**src/sv/tcphs_pkg.sv**
```systemverilog
// ----------------------------------------------------------------------------
// tcphs_pkg
// shared types, codes and constants of the tcp server handshake tracker
// ----------------------------------------------------------------------------
package tcphs_pkg;

    // tcp flag bits
    localparam logic [7:0] FLAG_SYN = 8'h02;
    localparam logic [7:0] FLAG_PSH = 8'h08;
    localparam logic [7:0] FLAG_ACK = 8'h10;

    localparam logic [15:0] HDR_BYTES = 16'd20;

    // status codes
    localparam logic [1:0] ST_OK     = 2'd0;
    localparam logic [1:0] ST_PORT   = 2'd1;
    localparam logic [1:0] ST_NOCONN = 2'd2;
    localparam logic [1:0] ST_LONG   = 2'd3;

    // reported connection state codes
    localparam logic [1:0] CS_CLOSED  = 2'd0;
    localparam logic [1:0] CS_SYNRCVD = 2'd1;
    localparam logic [1:0] CS_ESTAB   = 2'd2;

    // item kinds
    localparam logic KIND_SEGMENT  = 1'b0;
    localparam logic KIND_TRANSMIT = 1'b1;

    // register indexes (paddr[3:2])
    localparam int unsigned ADDR_W = 4;
    localparam logic [1:0] REG_LOCAL_PORT = 2'd0;
    localparam logic [1:0] REG_INIT_SEQ   = 2'd1;
    localparam logic [1:0] REG_MAX_RX     = 2'd2;
    localparam logic [1:0] REG_MAX_TX     = 2'd3;

    // register reset values
    localparam logic [15:0] RST_LOCAL_PORT = 16'd15118;
    localparam logic [31:0] RST_INIT_SEQ   = 32'h0102_0304;
    localparam logic [15:0] RST_MAX_RX     = 16'd1000;
    localparam logic [15:0] RST_MAX_TX     = 16'd200;

    // stream word widths
    localparam int unsigned IN_DATA_W  = 136;
    localparam int unsigned OUT_DATA_W = 128;
    localparam int unsigned OUT_USER_W = 2;

    typedef enum logic [2:0] {
        PH_CLOSED  = 3'b001,
        PH_SYNRCVD = 3'b010,
        PH_ESTAB   = 3'b100
    } t_phase;

    typedef struct packed {
        logic [15:0] local_port;
        logic [31:0] initial_seq;
        logic [15:0] max_rx_payload;
        logic [15:0] max_tx_packet;
    } t_cfg;

    typedef struct packed {
        logic        kind;
        logic [15:0] ip_payload_len;
        logic [3:0]  data_offset;
        logic [15:0] seg_src_port;
        logic [15:0] seg_dst_port;
        logic [31:0] seg_seq;
        logic [31:0] seg_ack;
        logic [7:0]  seg_flags;
        logic [7:0]  tx_payload_len;
    } t_item;

    typedef struct packed {
        logic        tx_valid;
        logic [7:0]  tx_flags;
        logic [31:0] tx_seq;
        logic [31:0] tx_ack;
        logic [15:0] tx_dst_port;
        logic [15:0] tx_length;
        logic        deliver_valid;
        logic [15:0] deliver_len;
        logic [1:0]  conn_state;
        logic [1:0]  status;
    } t_result;

    function automatic logic [1:0] phase_code(input t_phase ph);
        logic [1:0] code;
        case (ph)
            PH_CLOSED:  code = CS_CLOSED;
            PH_SYNRCVD: code = CS_SYNRCVD;
            PH_ESTAB:   code = CS_ESTAB;
            default:    code = CS_CLOSED;
        endcase
        return code;
    endfunction

endpackage

```
**src/sv/tcphs_regs.sv**
```systemverilog
// ----------------------------------------------------------------------------
// tcphs_regs
// apb configuration registers of the handshake tracker
// ----------------------------------------------------------------------------
module tcphs_regs (
    input  logic                   i_clk,
    input  logic                   i_rst_n,
    input  logic                   psel,
    input  logic                   penable,
    input  logic                   pwrite,
    input  logic [tcphs_pkg::ADDR_W-1:0] paddr,
    input  logic [31:0]            pwdata,
    output logic [31:0]            prdata,
    output logic                   pready,
    output tcphs_pkg::t_cfg        o_cfg
);
    import tcphs_pkg::*;

    t_cfg       r_cfg;
    logic       wr_en;
    logic [1:0] reg_idx;

    assign pready  = 1'b1;
    assign wr_en   = psel & penable & pwrite;
    assign reg_idx = paddr[3:2];

    always_ff @(posedge i_clk) begin
        if (!i_rst_n) begin
            r_cfg.local_port     <= RST_LOCAL_PORT;
            r_cfg.initial_seq    <= RST_INIT_SEQ;
            r_cfg.max_rx_payload <= RST_MAX_RX;
            r_cfg.max_tx_packet  <= RST_MAX_TX;
        end else if (wr_en) begin
            case (reg_idx)
                REG_LOCAL_PORT: r_cfg.local_port     <= pwdata[15:0];
                REG_INIT_SEQ:   r_cfg.initial_seq    <= pwdata;
                REG_MAX_RX:     r_cfg.max_rx_payload <= pwdata[15:0];
                REG_MAX_TX:     r_cfg.max_tx_packet  <= pwdata[15:0];
                default: ;
            endcase
        end
    end

    always_comb begin
        case (reg_idx)
            REG_LOCAL_PORT: prdata = {16'd0, r_cfg.local_port};
            REG_INIT_SEQ:   prdata = r_cfg.initial_seq;
            REG_MAX_RX:     prdata = {16'd0, r_cfg.max_rx_payload};
            REG_MAX_TX:     prdata = {16'd0, r_cfg.max_tx_packet};
            default:        prdata = 32'd0;
        endcase
    end

    assign o_cfg = r_cfg;

endmodule

```
**src/sv/tcphs_engine.sv**
```systemverilog
// ----------------------------------------------------------------------------
// tcphs_engine
// connection state registers and the per-word decision logic
// ----------------------------------------------------------------------------
module tcphs_engine (
    input  logic               i_clk,
    input  logic               i_rst_n,
    input  logic               i_en,
    input  tcphs_pkg::t_cfg    i_cfg,
    input  tcphs_pkg::t_item   i_item,
    output tcphs_pkg::t_result o_result
);
    import tcphs_pkg::*;

    t_phase      r_phase, n_phase;
    logic [31:0] r_seq, n_seq;
    logic [31:0] r_ack, n_ack;
    logic [15:0] r_peer, n_peer;

    logic [5:0]  hdr_len;
    logic [15:0] pay;
    logic [15:0] tx_len;
    t_result     res;

    assign hdr_len = {i_item.data_offset, 2'b00};
    assign pay     = (i_item.ip_payload_len >= {10'd0, hdr_len}) ?
                     i_item.ip_payload_len - {10'd0, hdr_len} : 16'd0;
    assign tx_len  = {8'd0, i_item.tx_payload_len} + HDR_BYTES;

    always_comb begin
        n_phase = r_phase;
        n_seq   = r_seq;
        n_ack   = r_ack;
        n_peer  = r_peer;
        res     = '0;
        res.status = ST_OK;

        if (i_item.kind == KIND_SEGMENT) begin
            if (i_item.seg_dst_port != i_cfg.local_port) begin
                res.status = ST_PORT;
            end else if (i_item.seg_flags == FLAG_SYN) begin
                // syn while closed opens the connection, otherwise dropped
                if (r_phase == PH_CLOSED) begin
                    n_peer         = i_item.seg_src_port;
                    n_seq          = i_cfg.initial_seq;
                    n_ack          = i_item.seg_seq + 32'd1;
                    n_phase        = PH_SYNRCVD;
                    res.tx_valid   = 1'b1;
                    res.tx_flags   = FLAG_SYN | FLAG_ACK;
                    res.tx_length  = HDR_BYTES;
                end
            end else if (i_item.seg_flags == FLAG_ACK && r_phase == PH_SYNRCVD) begin
                if (i_item.seg_ack == r_seq + 32'd1) begin
                    n_phase = PH_ESTAB;
                end
            end else if (r_phase != PH_ESTAB) begin
                res.status = ST_NOCONN;
            end else if (pay != 16'd0 && pay < i_cfg.max_rx_payload) begin
                n_ack             = i_item.seg_seq + {16'd0, pay};
                n_seq             = i_item.seg_ack;
                res.deliver_valid = 1'b1;
                res.deliver_len   = pay;
                res.tx_valid      = 1'b1;
                res.tx_flags      = FLAG_ACK;
                res.tx_length     = HDR_BYTES;
            end else begin
                if ((i_item.seg_flags & FLAG_ACK) != 8'd0) begin
                    n_seq = i_item.seg_ack;
                end
                res.status = (pay != 16'd0) ? ST_LONG : ST_OK;
            end
        end else begin
            if (r_phase != PH_ESTAB) begin
                res.status = ST_NOCONN;
            end else if (tx_len >= i_cfg.max_tx_packet) begin
                res.status = ST_LONG;
            end else begin
                res.tx_valid  = 1'b1;
                res.tx_flags  = FLAG_PSH | FLAG_ACK;
                res.tx_length = tx_len;
            end
        end

        // header carries the state as left by this word
        if (res.tx_valid) begin
            res.tx_seq      = n_seq;
            res.tx_ack      = n_ack;
            res.tx_dst_port = n_peer;
        end
        res.conn_state = phase_code(n_phase);
    end

    always_ff @(posedge i_clk) begin
        if (!i_rst_n) begin
            r_phase <= PH_CLOSED;
            r_seq   <= 32'd0;
            r_ack   <= 32'd0;
            r_peer  <= 16'd0;
        end else if (i_en) begin
            r_phase <= n_phase;
            r_seq   <= n_seq;
            r_ack   <= n_ack;
            r_peer  <= n_peer;
        end
    end

    assign o_result = res;

endmodule

```
**src/sv/tcp_server_handshake_tracker_top.sv**
```systemverilog
// ----------------------------------------------------------------------------
// tcp_server_handshake_tracker_top
// minimal server-side tcp connection tracker with stream ports and apb config
// ----------------------------------------------------------------------------
// Takes one word per cycle while results are taken: either a parsed received
// segment (tuser 0) or a request to send a payload (tuser 1), and returns
// exactly one result word for each, in order. A word is held in the input
// register, decided by the engine against the connection state (closed, syn
// received, established) and moved into the output register, which offers
// the result on the master side. Sustained rate is one word per clock while
// results are taken; it is set by the single state update in the engine,
// which finishes within the cycle a word leaves the input register. The input
// register takes a new word in the same cycle its word moves on and holds it
// while the output register is full and not taken; back-pressure from the
// master side reaches o_s_tready in the same cycle. The user must write the
// registers over apb only while the block is idle; it is not enforced.
// ----------------------------------------------------------------------------
module tcp_server_handshake_tracker_top (
    input  logic                               i_clk,
    input  logic                               i_rst_n,
    // slave stream: received segments and transmit requests
    input  logic                               i_s_tvalid,
    output logic                               o_s_tready,
    // tdata from bit 0: ip_payload_len(16) data_offset(4) seg_src_port(16)
    // seg_dst_port(16) seg_seq(32) seg_ack(32) seg_flags(8) tx_payload_len(8),
    // zero fill
    input  logic [tcphs_pkg::IN_DATA_W-1:0]    i_s_tdata,
    // tuser: kind(1)
    input  logic                               i_s_tuser,
    // master stream: results
    output logic                               o_m_tvalid,
    input  logic                               i_m_tready,
    // tdata from bit 0: tx_flags(8) tx_seq(32) tx_ack(32) tx_dst_port(16)
    // tx_length(16) deliver_len(16) conn_state(2) status(2), zero fill
    output logic [tcphs_pkg::OUT_DATA_W-1:0]   o_m_tdata,
    // tuser from bit 0: tx_valid(1) deliver_valid(1)
    output logic [tcphs_pkg::OUT_USER_W-1:0]   o_m_tuser,
    // apb configuration
    input  logic                               psel,
    input  logic                               penable,
    input  logic                               pwrite,
    input  logic [tcphs_pkg::ADDR_W-1:0]       paddr,
    input  logic [31:0]                        pwdata,
    output logic [31:0]                        prdata,
    output logic                               pready
);
    import tcphs_pkg::*;

    t_cfg    cfg;
    t_item   item;
    t_result result;

    // input register
    logic                 r_in_valid;
    logic [IN_DATA_W-1:0] r_in_data;
    logic                 r_in_kind;

    // output register
    logic    r_out_valid;
    t_result r_out;

    logic advance;   // word in input register moves to the output register
    logic s_take;

    assign advance    = r_in_valid & (~r_out_valid | i_m_tready);
    assign o_s_tready = ~r_in_valid | advance;
    assign s_take     = i_s_tvalid & o_s_tready;

    always_ff @(posedge i_clk) begin
        if (!i_rst_n) begin
            r_in_valid <= 1'b0;
        end else if (o_s_tready) begin
            r_in_valid <= i_s_tvalid;
        end
    end

    always_ff @(posedge i_clk) begin
        if (s_take) begin
            r_in_data <= i_s_tdata;
            r_in_kind <= i_s_tuser;
        end
    end

    // unpack the input word
    assign item.kind           = r_in_kind;
    assign item.ip_payload_len = r_in_data[15:0];
    assign item.data_offset    = r_in_data[19:16];
    assign item.seg_src_port   = r_in_data[35:20];
    assign item.seg_dst_port   = r_in_data[51:36];
    assign item.seg_seq        = r_in_data[83:52];
    assign item.seg_ack        = r_in_data[115:84];
    assign item.seg_flags      = r_in_data[123:116];
    assign item.tx_payload_len = r_in_data[131:124];

    tcphs_regs u_regs (
        .i_clk   (i_clk),
        .i_rst_n (i_rst_n),
        .psel    (psel),
        .penable (penable),
        .pwrite  (pwrite),
        .paddr   (paddr),
        .pwdata  (pwdata),
        .prdata  (prdata),
        .pready  (pready),
        .o_cfg   (cfg)
    );

    // state only moves when the word is committed to the output register
    tcphs_engine u_engine (
        .i_clk    (i_clk),
        .i_rst_n  (i_rst_n),
        .i_en     (advance),
        .i_cfg    (cfg),
        .i_item   (item),
        .o_result (result)
    );

    always_ff @(posedge i_clk) begin
        if (!i_rst_n) begin
            r_out_valid <= 1'b0;
        end else if (advance) begin
            r_out_valid <= 1'b1;
        end else if (i_m_tready) begin
            r_out_valid <= 1'b0;
        end
    end

    always_ff @(posedge i_clk) begin
        if (advance) begin
            r_out <= result;
        end
    end

    // pack the result word
    assign o_m_tvalid = r_out_valid;
    assign o_m_tdata  = {4'd0,
                         r_out.status,
                         r_out.conn_state,
                         r_out.deliver_len,
                         r_out.tx_length,
                         r_out.tx_dst_port,
                         r_out.tx_ack,
                         r_out.tx_seq,
                         r_out.tx_flags};
    assign o_m_tuser  = {r_out.deliver_valid, r_out.tx_valid};

    // a header is only ever sent with a connection at least half open
    a_tx_needs_conn: assert property (@(posedge i_clk) disable iff (!i_rst_n)
        (r_out_valid && r_out.tx_valid) |-> (r_out.conn_state != CS_CLOSED))
        else $error("header sent while closed");

    // delivered data is always acknowledged with status ok
    a_deliver_acked: assert property (@(posedge i_clk) disable iff (!i_rst_n)
        (r_out_valid && r_out.deliver_valid) |->
        (r_out.tx_valid && r_out.tx_flags == FLAG_ACK && r_out.status == ST_OK))
        else $error("delivery without ack");

    // a refused word produces nothing
    a_refused_quiet: assert property (@(posedge i_clk) disable iff (!i_rst_n)
        (r_out_valid && r_out.status != ST_OK) |->
        (!r_out.tx_valid && !r_out.deliver_valid))
        else $error("output on refused word");

    // the input register never drops a word: a held word stays held
    a_in_hold: assert property (@(posedge i_clk) disable iff (!i_rst_n)
        (r_in_valid && !advance) |=> (r_in_valid && $stable(r_in_data)))
        else $error("input word lost");

endmodule

```
**config.mk**
```make
export PLATFORM = sky130hd
export DESIGN_NAME = tcp_server_handshake_tracker_top
export DESIGN_NICKNAME = d
export VERILOG_FILES = /design/src/sv/tcphs_pkg.sv /design/src/sv/tcphs_regs.sv /design/src/sv/tcphs_engine.sv /design/src/sv/tcp_server_handshake_tracker_top.sv
export SDC_FILE = /design/constraint.sdc
export NUM_CORES = 1
export LEC_CHECK = 0
export BUFFER_PORTS_ARGS = -buffer_cell sky130_fd_sc_hd__buf_2
export CAP_MARGIN = 20
export CELL_PAD_IN_SITES_DETAIL_PLACEMENT = 2
export CELL_PAD_IN_SITES_GLOBAL_PLACEMENT = 2
export CORE_MARGIN = 2
export CORE_UTILIZATION = 36
export CTS_CLUSTER_DIAMETER = 50
export DETAILED_ROUTE_END_ITERATION = 8
export MAX_ROUTING_LAYER = met4
export PLACE_DENSITY_LB_ADDON = 0.1
export SYNTH_ARGS = -nofsm -noshare
export SYNTH_HDL_FRONTEND = slang
export SYNTH_SLANG_ARGS = --single-unit
```
**constraint.sdc**
```tcl
create_clock -name i_clk -period 6.63 [get_ports i_clk]
set_input_delay 1.326 -clock i_clk [delete_from_list [all_inputs] [get_ports i_clk]]
set_output_delay 1.326 -clock i_clk [all_outputs]
set_load 0.005 [all_outputs]
```
==> metrics.txt, run 1 <==
largest family of logic cells by synthesized area=simple AND/OR/NAND/NOR gates; num rows=86; Worst Hold Slack=between 0.4 and 0.5 ns; number of synthesized flops with an enable pin=246; Crit path arrival time=6.35 ns; CP Launch Type=flop; post-synthesis register bit count=411; Reg clk slew, reported paths=~0.060 ns; first-pass GRT wire length=between 100 and 150 mm; Combinational Power Share=0.096; Initial Util=0.3636; DRC viols=0; HP Class=flop to flop; Sw Pwr=about 1.7 mW; final hold violations=0; Seq. cell area=roughly 11,000 um2; I/O pins=345; Sw Ratio=0.2614; CTS Sinks=between 400 and 500; Int Pwr=between 4 and 5 mW; status=finished clean; CP required=6.96 ns; syn_area_per_cell=a little over 10 um2; Post-Syn Instances=between 1,500 and 2,000; Leak=approximately 9 nW; fill count=5,919; DR pass1 iterations=7; initial detailed-routing violation count=985; post-synthesis sequential area ratio=0.5337; largest net degree at the start of global routing=90; Die Wd=around 240 um; pwr/cell area=around 270 nW/um2; Setup WS post-layout=0.6045 ns; Synth Flop Type=edfxtp_1; Routed Antenna Nets=0; Critical Path Source=r_in_data[2]; CTS Hold Buffers Added=0; total gr overflow=0; r2r startpoint=r_in_data[2]; Die ar.=57,550 um2; CP Capture Type=flop; critical path, cell by cell=inv_1, ha_1, fa_1, nor2b_1, o21ai_1, and2_1, and2_1, or2_2, ha_1, and3_1, nand3_1, nor3_1, o41ai_2, o2111ai_1, nor2_2, buf_4, or2_0, nor2_4, buf_4, nor2_1; hpwl dp=approximately 55 mm; fin nets=roughly 2,500; post-synthesis adder-cell area fraction=0.03061; Cell Area, Synth=20,030 um2; Clock Root Buffer=clkbuf_16; # setup viols final=0; worst hold start=u_engine.r_peer[14]; sequential share of power=0.449; Yosys warnings=0; routability cong.=slightly below 0.9; Final TNS setup=0 ns; area of the multi-input gates=between 8000 and 9000 um2; Slowest-stage cell, CP=buf_4; complex-gate fraction of the synthesized area=0.1621; Max-Cap Viols=0; Resized Gates After CTS=0; clock buffer depth=3; Inserted Clock Buffers=between 50 and 60; core footprint=around 55,000 um2; die extent in y=~240 um; min Tclk post-route=~6 ns; pre-CTS setup slack=approximately 0.63 ns; initial antenna violation count=6; skew final=0.02921 ns; worst-path maximum fanout=46; via count=between 15,000 and 20,000; Worst VDD drop=~200 uV; DR vias/cell=~5.6; Clock power frac=0.456; post-route total power=6.510 mW; Slew @ Worst Pin=1.110 ns; RSZ-0062 raised after global routing=no; Worst slew margin=0.2603; IO Port Bufs=approximately 320; CTS tree=built; final slew viol count=0; share of layout cells above drive strength 1=0.2174; Layout area overhead=20.43%; Skew-Pair Late Insertion Delay=approximately 0.61 ns; H-tree levels=2; routed wire length per instance=around 25 um; portion of netlist area occupied by mux cells=0.02105; crit path kind=flop to flop; Yosys cell types=88; GRT Overall Usage=0.2680; async set-or-reset flop fraction in the synthesized netlist=0; post-CTS setup repair buffer count=0; XOR/XNOR Fraction of Synth Area=0.04678; Largest stage delay, worst path=between 0.7 and 0.8 ns; Fmax=between 150 and 200 MHz; vias in the first global route=~18,000; Post-Route WL=around 76 mm; period utilization=0.9088; Simple-Gate Fraction of Synth Area=0.1660
placed cells by master, fill, tap and decap left out, types with 17 or more instances in the layout:
master	count
nand2_1	315
a21o_1	18
clkbuf_16	55
conb_1	17
ha_1	45
inv_1	44
and2_1	37
nand3_1	55
nand4_1	25
edfxtp_1	246
a222oi_1	33
dfxtp_1	165
nor3_1	36
nor4_1	17
nor2_1	142
o21ai_0	85
xnor2_1	45
buf_4	29
buf_2	321
xor2_1	62
a21oi_1	202
final cells by class:
| class | count | share of cell area |
|---|---|---|
| timing repair buffer | 352 | 0.07723 |
| tap | 748 | 0.03879 |
| sequential | 411 | 0.4431 |
| antenna | 4 | 0.0004149 |
| multi-input combinational | 1409 | 0.3571 |
| clock buffer | 66 | 0.06084 |
| clock inverter | 36 | 0.01468 |
| inverter | 49 | 0.007832 |
critical path, delay by kind of cell (launching register included):
family / cells / cell delay [ns]
AO/OA/AOI/OAI: 3 / 0.62
buffers and inverters: 3 / 0.95
adder cells (fa/ha/maj): 3 / 0.97
flip-flops: 1 / 0.34
AND/OR/NAND/NOR: 11 / 2.86
through the flow:
step                      area (um2)  utilization  instances
after global placement         22250       0.4039       2967
after detailed placement       22270       0.4041       2968
after global routing           24120       0.4378       3073
after CTS                      24090       0.4372       3070
final                          24120       0.4379       3075
after floorplan                20090            -       1995
cell families (layout without fill, tap and decap cells):
family                     count (synthesis)  count (layout)
AOI/OAI and AO/OA                        498             498
xor gates and xnor gates                 107             107
adders and majority gates                 48              48
buffers and inverters                    175             503
DFF                                      411             411
muxes                                     22              22
other                                      2              21
and+or+nand+nor                          717             717
state kept, by name, summed over array words and instances, names as in the netlist:
signal	cells
o_m_tvalid	1
o_m_tdata	112
r_in_kind	1
u_engine.r_phase	3
u_regs.o_cfg	80
u_engine.r_seq	32
o_m_tuser	1
u_engine.r_ack	32
r_in_data	132
u_engine.r_peer	16
r_in_valid	1
layer usage:
layer	vias up	global-route usage	share of wire
met3	115	0.03375	0.045
li1	7839	-	-
met5	-	-	0
met4	0	0.09354	0.031
met2	458	0.4469	0.49
met1	8680	0.3363	0.43
power groups by stage:
stage	clock network, mW	logic [mW]	registers [mW]
after global placement	0	0.596	2.97
after detailed placement	0	0.621	2.97
after global routing	3.14	0.684	2.93
after CTS	3.03	0.628	2.92
final	2.97	0.624	2.92
after floorplan	0	0.372	2.94
synthesized netlist by cell type, types with 7 or more instances:
cell / number / area share
nand4_1: 25 / 0.0078
nor2_1: 142 / 0.027
a32o_1: 9 / 0.0045
inv_1: 46 / 0.0086
o21ai_1: 9 / 0.0022
and3_1: 12 / 0.0037
xor2_1: 62 / 0.027
mux4_2: 16 / 0.018
o211ai_1: 14 / 0.0052
a21oi_1: 202 / 0.050
edfxtp_1: 246 / 0.37
nor3_1: 37 / 0.0092
and2_1: 38 / 0.012
a31oi_1: 15 / 0.0047
xnor2_1: 45 / 0.020
a221oi_2: 7 / 0.0052
nand2b_1: 7 / 0.0022
a211oi_1: 9 / 0.0034
dfxtp_1: 165 / 0.16
a222oi_1: 33 / 0.016
or4_1: 7 / 0.0026
o21ai_0: 85 / 0.021
nor4_1: 17 / 0.0053
a21o_1: 18 / 0.0067
or3_1: 12 / 0.0037
clkbuf_1: 83 / 0.016
nand3_1: 55 / 0.014
buf_2: 11 / 0.0027
ha_1: 45 / 0.028
o21a_1: 8 / 0.0030
buf_4: 20 / 0.0075
o22ai_1: 13 / 0.0041
nor2b_1: 10 / 0.0031
nand2_1: 315 / 0.059
worst paths after layout:
kind                         endpoint  cells past startpoint  slack [ns]
setup / recovery        o_m_tdata[45]                     20        0.60
hold / removal    u_engine.r_peer[14]                      2        0.46
hold reg to reg   u_engine.r_peer[14]                      2        0.46
setup reg to reg        o_m_tdata[45]                     20        0.60
Note: power is estimated with default switching activity, not from simulation.
==> inputs of run 2 (changes only) <==
Settings changed: BUFFER_PORTS_ARGS -buffer_cell sky130_fd_sc_hd__buf_2 to -buffer_cell sky130_fd_sc_hd__clkbuf_2.
==> run 2 against run 1 <==
- hold slack improved by 0.0014 ns
- via count is 0.24% higher
- final area rose by 0.59%
- clock-buffer cell count rose by 6
- clock power grew 6%
- first-iteration DRC count up 0.71%
- clock skew fell by 0.013 ns
- fmax decreased by 1.4%
- setup slack worse by 0.088 ns
- final cell count fell by 0.16%
- combinational power is essentially flat
- non-clock buffer count decreased by 4
==> metrics.txt, run 2 (synthesis gave the netlist of run 1 again) <==
status=finished clean; core footprint=55,090 um2 (unchanged); hpwl dp=55.12 mm (-0.38%); DR pass1 iterations=5 (-2); Slowest-stage cell, CP=a2111oi_0; pwr/cell area=275.7 nW/um2 (+2.2%); DRC viols=0 (unchanged); Leak=8.992 nW (+1.3%); min Tclk post-route=6.113 ns (+0.08787 ns); Resized Gates After CTS=0 (unchanged); post-CTS setup repair buffer count=0 (unchanged); DR vias/cell=5.581 (+0.40%); Final TNS setup=0 ns (unchanged); CTS tree=built; post-route total power=6.689 mW (+2.8%); r2r startpoint=r_in_data[5]; total gr overflow=0 (unchanged); CP Launch Type=flop; largest net degree at the start of global routing=107 (+19%); Clock power frac=0.471 (+0.015); Top reg by flops=r_in_data; routability cong.=0.8914 (-0.34%); RSZ-0062 raised after global routing=no; fin nets=2,501 (-0.16%); Layout area overhead=21.14%; fill count=5,910 (-0.15%); H-tree levels=2 (unchanged); I/O pins=345 (unchanged); Inserted Clock Buffers=55 (unchanged); worst hold start=u_engine.r_peer[1]; Post-Route WL=76.31 mm (+0.63%); worst-path maximum fanout=37 (-20%); final hold violations=0 (unchanged); via count=17,130 (+0.24%); Combinational Power Share=0.093 (-0.003); vias in the first global route=18,560 (+1.7%); final slew viol count=0 (unchanged); CTS Hold Buffers Added=0 (unchanged); CP Buf/Inv Count=2 (-1); Seq. cell area=10,690 um2 (unchanged); # setup viols final=0 (unchanged); area of the multi-input gates=8615 um2 (unchanged); Crit path arrival time=6.56 ns (+0.21 ns); Worst VDD drop=195.1 uV (-0.78%); Skew-Pair Late Insertion Delay=0.62 ns (about the same); Sw Pwr=1.717 mW (+0.88%); num rows=86 (unchanged); commonest non-fill, non-tap cell in the layout=clkbuf_2; routed wire length per instance=24.86 um (+0.80%); Reg clk slew, reported paths=0.06 ns (about the same); Routed Antenna Nets=0 (unchanged); CTS Sinks=411 (unchanged); skew final=0.01596 ns (-0.01325 ns); critical path, cell by cell=ha_1, or3_4, nor4_4, and4_1, nor2_1, ha_1, a211o_1, a21oi_1, nor3b_1, a2111oi_0, o2111ai_1, nor2_2, or2_0, nor2_4, buf_12, buf_4, a21oi_1; Initial Util=0.3636 (unchanged); most frequent cells in the layout=321 x clkbuf_2, 315 x nand2_1, 246 x edfxtp_1; die extent in y=239.9 um (unchanged); initial detailed-routing violation count=992 (+0.71%); Die ar.=57,550 um2 (unchanged); Die Wd=239.9 um (unchanged); Largest stage delay, worst path=0.90 ns (+0.18 ns); Sw Ratio=0.2566 (-0.004765); Worst slew margin=0.2972 (+0.03696); period utilization=0.9221 (+0.01325); CP Capture Type=flop; Clock Root Buffer=clkbuf_16; Max-Cap Viols=0 (unchanged); HP Class=flop to flop; GRT Overall Usage=0.2714 (+0.003410); Fmax=163.6 MHz (-1.4%); Slew @ Worst Pin=1.028 ns (-0.08202 ns); Int Pwr=4.973 mW (+3.4%); Crit path max-delay family=simple AND/OR/NAND/NOR gates; first-pass GRT wire length=114.6 mm (+1.5%); CP required=7.08 ns (+0.12 ns); initial antenna violation count=2 (-4); Critical Path Source=r_in_data[5]; clock buffer depth=3 (unchanged); share of layout cells above drive strength 1=0.2177 (+0.0002811); IO Port Bufs=321 (unchanged); crit path kind=flop to flop; sequential share of power=0.437 (-0.012); final core occ=0.4405 (+0.002589); number of flip-flops in the largest register=132 (unchanged)
-- run 2: power by group through the flow --
stage / Combinational [mW] / Sequential (mW) / Clock [mW]
2_1_floorplan: 0.372 / 2.94 / 0
3_3_place_gp: 0.597 / 2.97 / 0
3_5_place_dp: 0.618 / 2.97 / 0
4_1_cts: 0.626 / 2.92 / 3.21
5_1_grt: 0.686 / 2.93 / 3.30
6_report: 0.621 / 2.92 / 3.15
-- run 2: layout make-up --
| cell class | count | area share |
|---|---|---|
| Antenna cell | 2 | 0.0002062 |
| Clock buffer | 72 | 0.06481 |
| Tap cell | 748 | 0.03857 |
| Sequential cell | 411 | 0.4405 |
| Multi-Input combinational cell | 1409 | 0.3550 |
| Timing Repair Buffer | 348 | 0.07811 |
| Inverter | 49 | 0.007786 |
| Clock inverter | 31 | 0.01500 |
-- run 2: final timing paths --
check / to / slack [ns] / depth (start not counted)
setup / recovery: o_m_tdata[75] / 0.52 / 17
hold / removal: u_engine.r_peer[1] / 0.46 / 2
hold reg to reg: u_engine.r_peer[1] / 0.46 / 2
setup reg to reg: o_m_tdata[75] / 0.52 / 17
-- run 2: worst min-delay path, cell delays in order (launching register included) --
cell and delay [ns]:
dfxtp_1 0.31, nand2_1 0.05, a21oi_1 0.05
-- run 2: routing by layer --
metal  vias to the layer above  wire length (um)  global-route usage
li1                       7841                 -                   -
met1                      8715             32380              0.3360
met2                       433             37990              0.4548
met3                       144              3558             0.04443
met4                         0              2381             0.08489
met5                         -                 0                   -
-- run 2: per-stage QoR --
stage / cells / setup slack, ns / hold WS [ns] / area [um2]
floorplan: 1995 / 0.9428 / 0.4366 / 20090
global placement: 2962 / 0.7892 / 0.4416 / 22270
detailed placement: 2964 / 0.6820 / 0.4528 / 22310
CTS: 3067 / 0.5802 / 0.4607 / 24250
global route: 3070 / 0.1685 / 0.4928 / 24270
finish: 3070 / 0.5166 / 0.4618 / 24270
==> inputs of run 3 (changes only) <==
Settings changed: SYNTH_HIERARCHICAL set to 1.
==> run 3 against run 2 <==
- via count rose by 6.1%
- hold slack gained 0.0015 ns
- sequential power increased by 2%
- sequential cell count grew 13
- clock-buffer cell count up 2
- final cell count rose by 5.1%
- largest cell class unchanged
- fmax decreased by 2.5%
- routed wire length up 8.2%
- setup slack worse by 0.15 ns
- first-iteration DRC count is 2.5% lower
- core utilization decreased by 0.15 points
==> metrics.txt, run 3 <==
status=finished clean; Max-Cap Viols=0 (unchanged); CTS Hold Buffers Added=0 (unchanged); Worst slew margin=0.2570 (-0.04024); Area contributors post-synth=edfxtp_1 36%, dfxtp_1 15%, nand2_1 5.2%; pwr/cell area=268.7 nW/um2 (-2.5%); Fmax=159.5 MHz (-2.5%); num rows=89 (+3.5%); Synth Flop Type=edfxtp_1; Cell Area, Synth=21,430 um2 (+7.0%); routability cong.=0.8979 (+0.73%); Inserted Clock Buffers=60 (+9.1%); number of synthesized flops with an enable pin=259 (+5.3%); RSZ-0062 raised after global routing=no; internal reg-to-reg setup slack=0.36 ns (-0.15 ns); CTS tree=built; total gr overflow=0 (unchanged); async set-or-reset flop fraction in the synthesized netlist=0 (unchanged); share of layout cells above drive strength 1=0.2180 (+0.0003390); Top reg by flops=r_in_data; Die ar.=61,500 um2 (+6.9%); worst-path maximum fanout=17 (-54%); I/O pins=345 (unchanged); most frequent cells in the layout=332 x clkbuf_2, 297 x nand2_1, 259 x edfxtp_1; post-synthesis register bit count=424 (+3.2%); r2r startpoint=r_in_data[17]; Leak=9.739 nW (+8.3%); Reg clk slew, reported paths=0.06 ns (about the same); DRC viols=0 (unchanged); CP required=6.96 ns (-0.12 ns); period utilization=0.9454 (+0.02333); # setup viols final=0 (unchanged); Worst VDD drop=196.7 uV (+0.80%); r2r worst-path depth=24 (+7); initial antenna violation count=1 (-1); Final TNS setup=0 ns (unchanged); Die Wd=248 um (+3.4%); Slowest-stage cell, CP=nor2_1; final core occ=0.4390 (-0.001466); H-tree levels=2 (unchanged); HP Class=flop to flop; Yosys cell types=100 (+14%); clock buffer depth=3 (unchanged); final slew viol count=0 (unchanged); post-CTS setup repair buffer count=0 (unchanged); die extent in y=248 um (+3.4%); Hold Path End=u_engine/r_peer[14]; CP Capture Type=flop; Layout area overhead=20.66%; initial detailed-routing violation count=967 (-2.5%); Resized Gates After CTS=0 (unchanged); Post-Syn Instances=2,100 (+6.1%); post-synth top area cell=edfxtp_1; Skew-Pair Late Insertion Delay=0.62 ns (about the same); Largest stage delay, worst path=0.43 ns (-0.47 ns); number of flip-flops in the largest register=132 (unchanged); CP Launch Type=flop; final hold violations=0 (unchanged); CTS Sinks=424 (+3.2%); min Tclk post-route=6.268 ns (+0.1547 ns); GRT Overall Usage=0.2714 (about the same); crit path kind=flop to flop; vias in the first global route=19,580 (+5.5%); Setup WS post-layout=0.3619 ns (-0.1547 ns); post-route total power=6.950 mW (+3.9%); final non-filler cell total=3,228 (+5.1%); skew final=0.01621 ns (+0.0002530 ns); Yosys warnings=6 (+6); largest net degree at the start of global routing=72 (-33%); Crit path arrival time=6.59 ns (+0.03 ns); CP Buf/Inv Count=4 (+2); IO Port Bufs=333 (+3.7%); fin nets=2,625 (+5.0%); Worst Hold Depth=2 (unchanged); worst hold start=u_engine/r_peer[14]; Placed Cells incl. Taps=3,112 (+5.0%); area share of the largest cell type after synthesis=0.3629 (-0.005897); most common cell in the netlist=nand2_1; Post-Route WL=82.56 mm (+8.2%); hpwl dp=58.79 mm (+6.7%); DR pass1 iterations=5 (unchanged); Slew @ Worst Pin=1.110 ns (+0.08283 ns); core footprint=58,910 um2 (+6.9%); first-pass GRT wire length=122.1 mm (+6.5%); DR vias/cell=5.629 (+0.86%); commonest non-fill, non-tap cell in the layout=clkbuf_2; syn_area_per_cell=10.21 um2 (+0.88%); routed wire length per instance=25.58 um (+2.9%); Worst R2R End=o_m_tdata[68]; Commonest cells post-synth=298 x nand2_1, 259 x edfxtp_1, 200 x nor2_1, 165 x dfxtp_1, 120 x a21oi_1; Crit path max-delay family=simple AND/OR/NAND/NOR gates; critical path, cell by cell=inv_1, ha_1, nor2b_1, o31a_1, or3_1, or2_2, nor2_1, nand2_1, xor2_1, nor2_1, ha_1, and3_1, and4_1, nor2b_1, nand3_1, and4_1, o211a_1, nand2_1, clkinv_2, nor3_4, inv_2, buf_4, nand3_1, o21ai_1; via count=18,170 (+6.1%); post-synthesis sequential area ratio=0.5170 (-0.01668); Routed Antenna Nets=0 (unchanged); Clock Root Buffer=clkbuf_16; Initial Util=0.3638 (about the same); pre-CTS setup slack=0.5276 ns (-0.1544 ns)
## run 3: changes by cell type in the layout (fill, tap and decap cells not counted), sizes merged, moves of 12 or more
cell,delta
xnor2,+28
nand2,-17
a222oi,-31
clkbuf,+13
o21ai,-18
inv,+12
nor2b,+22
xor2,-15
o221ai,+54
a21oi,-86
mux2i,+74
edfxtp,+13
nor2,+55
## run 3: layout make-up
class                           instances  area (um2)
Fill cell                            6264       33050
Timing Repair Buffer                  369        1974
Inverter                               60       226.5
Antenna cell                            1       2.502
Clock inverter                         39       478.0
Tap cell                              773       967.2
Clock buffer                           74        1615
Multi-Input combinational cell       1488        9517
Sequential cell                       424       11080
## run 3: power breakdown
part	internal [mW]	switching, mW
clock network	2.06	1.32
logic	0.221	0.363
registers	2.90	0.0837
total	5.19	1.76
## run 3: kinds of logic after synthesis
| family | after synthesis | share of synthesized area |
|---|---|---|
| AOI/OAI and AO/OA | 425 | 0.1364 |
| xor gates and xnor gates | 120 | 0.04904 |
| adders and majority gates | 43 | 0.02569 |
| buffers and inverters | 202 | 0.04431 |
| DFF | 424 | 0.5170 |
| muxes | 97 | 0.05476 |
| other | 3 | 0.0005254 |
| and+or+nand+nor | 786 | 0.1723 |
## run 3: stage by stage
stage                     hold WS, ns  cell area [um2]
after floorplan                0.4366            21490
after global placement         0.4413            23740
after detailed placement       0.4550            23740
after CTS                      0.4632            25830
after global routing           0.4788            25860
final                          0.4633            25860
## run 3: layer usage
layer  GRT usage  part of all wire  vias to the layer above  wire length [um]
li1            -                 -                     8234                 -
met1      0.3429              0.44                     9312             36190
met2      0.4517              0.49                      488             40390
met3     0.03525             0.044                      136              3618
met4     0.08542             0.029                        0              2368
met5           -                 0                        -                 0
## run 3: tightest hold or removal path: cells and delay by family (launching register included)
kind             cells  cell delay (ns)
flip-flops           1             0.31
AND/OR/NAND/NOR      1             0.05
AO/OA/AOI/OAI        1             0.05
## run 3: how the worst max path moves through the flow
stage | start | cells past startpoint | slack, ns | endpoint
CTS | r_in_data[17] | 24 | 0.42 | o_m_tdata[38]
detailed placement | r_in_data[17] | 22 | 0.53 | o_m_tdata[54]
global route | r_in_data[17] | 24 | 0.05 | o_m_tdata[68]
floorplan | i_m_tready | 8 | 0.57 | u_engine/r_peer[0]
global placement | r_in_data[17] | 23 | 0.76 | o_m_tdata[58]
finish | r_in_data[17] | 24 | 0.36 | o_m_tdata[68]
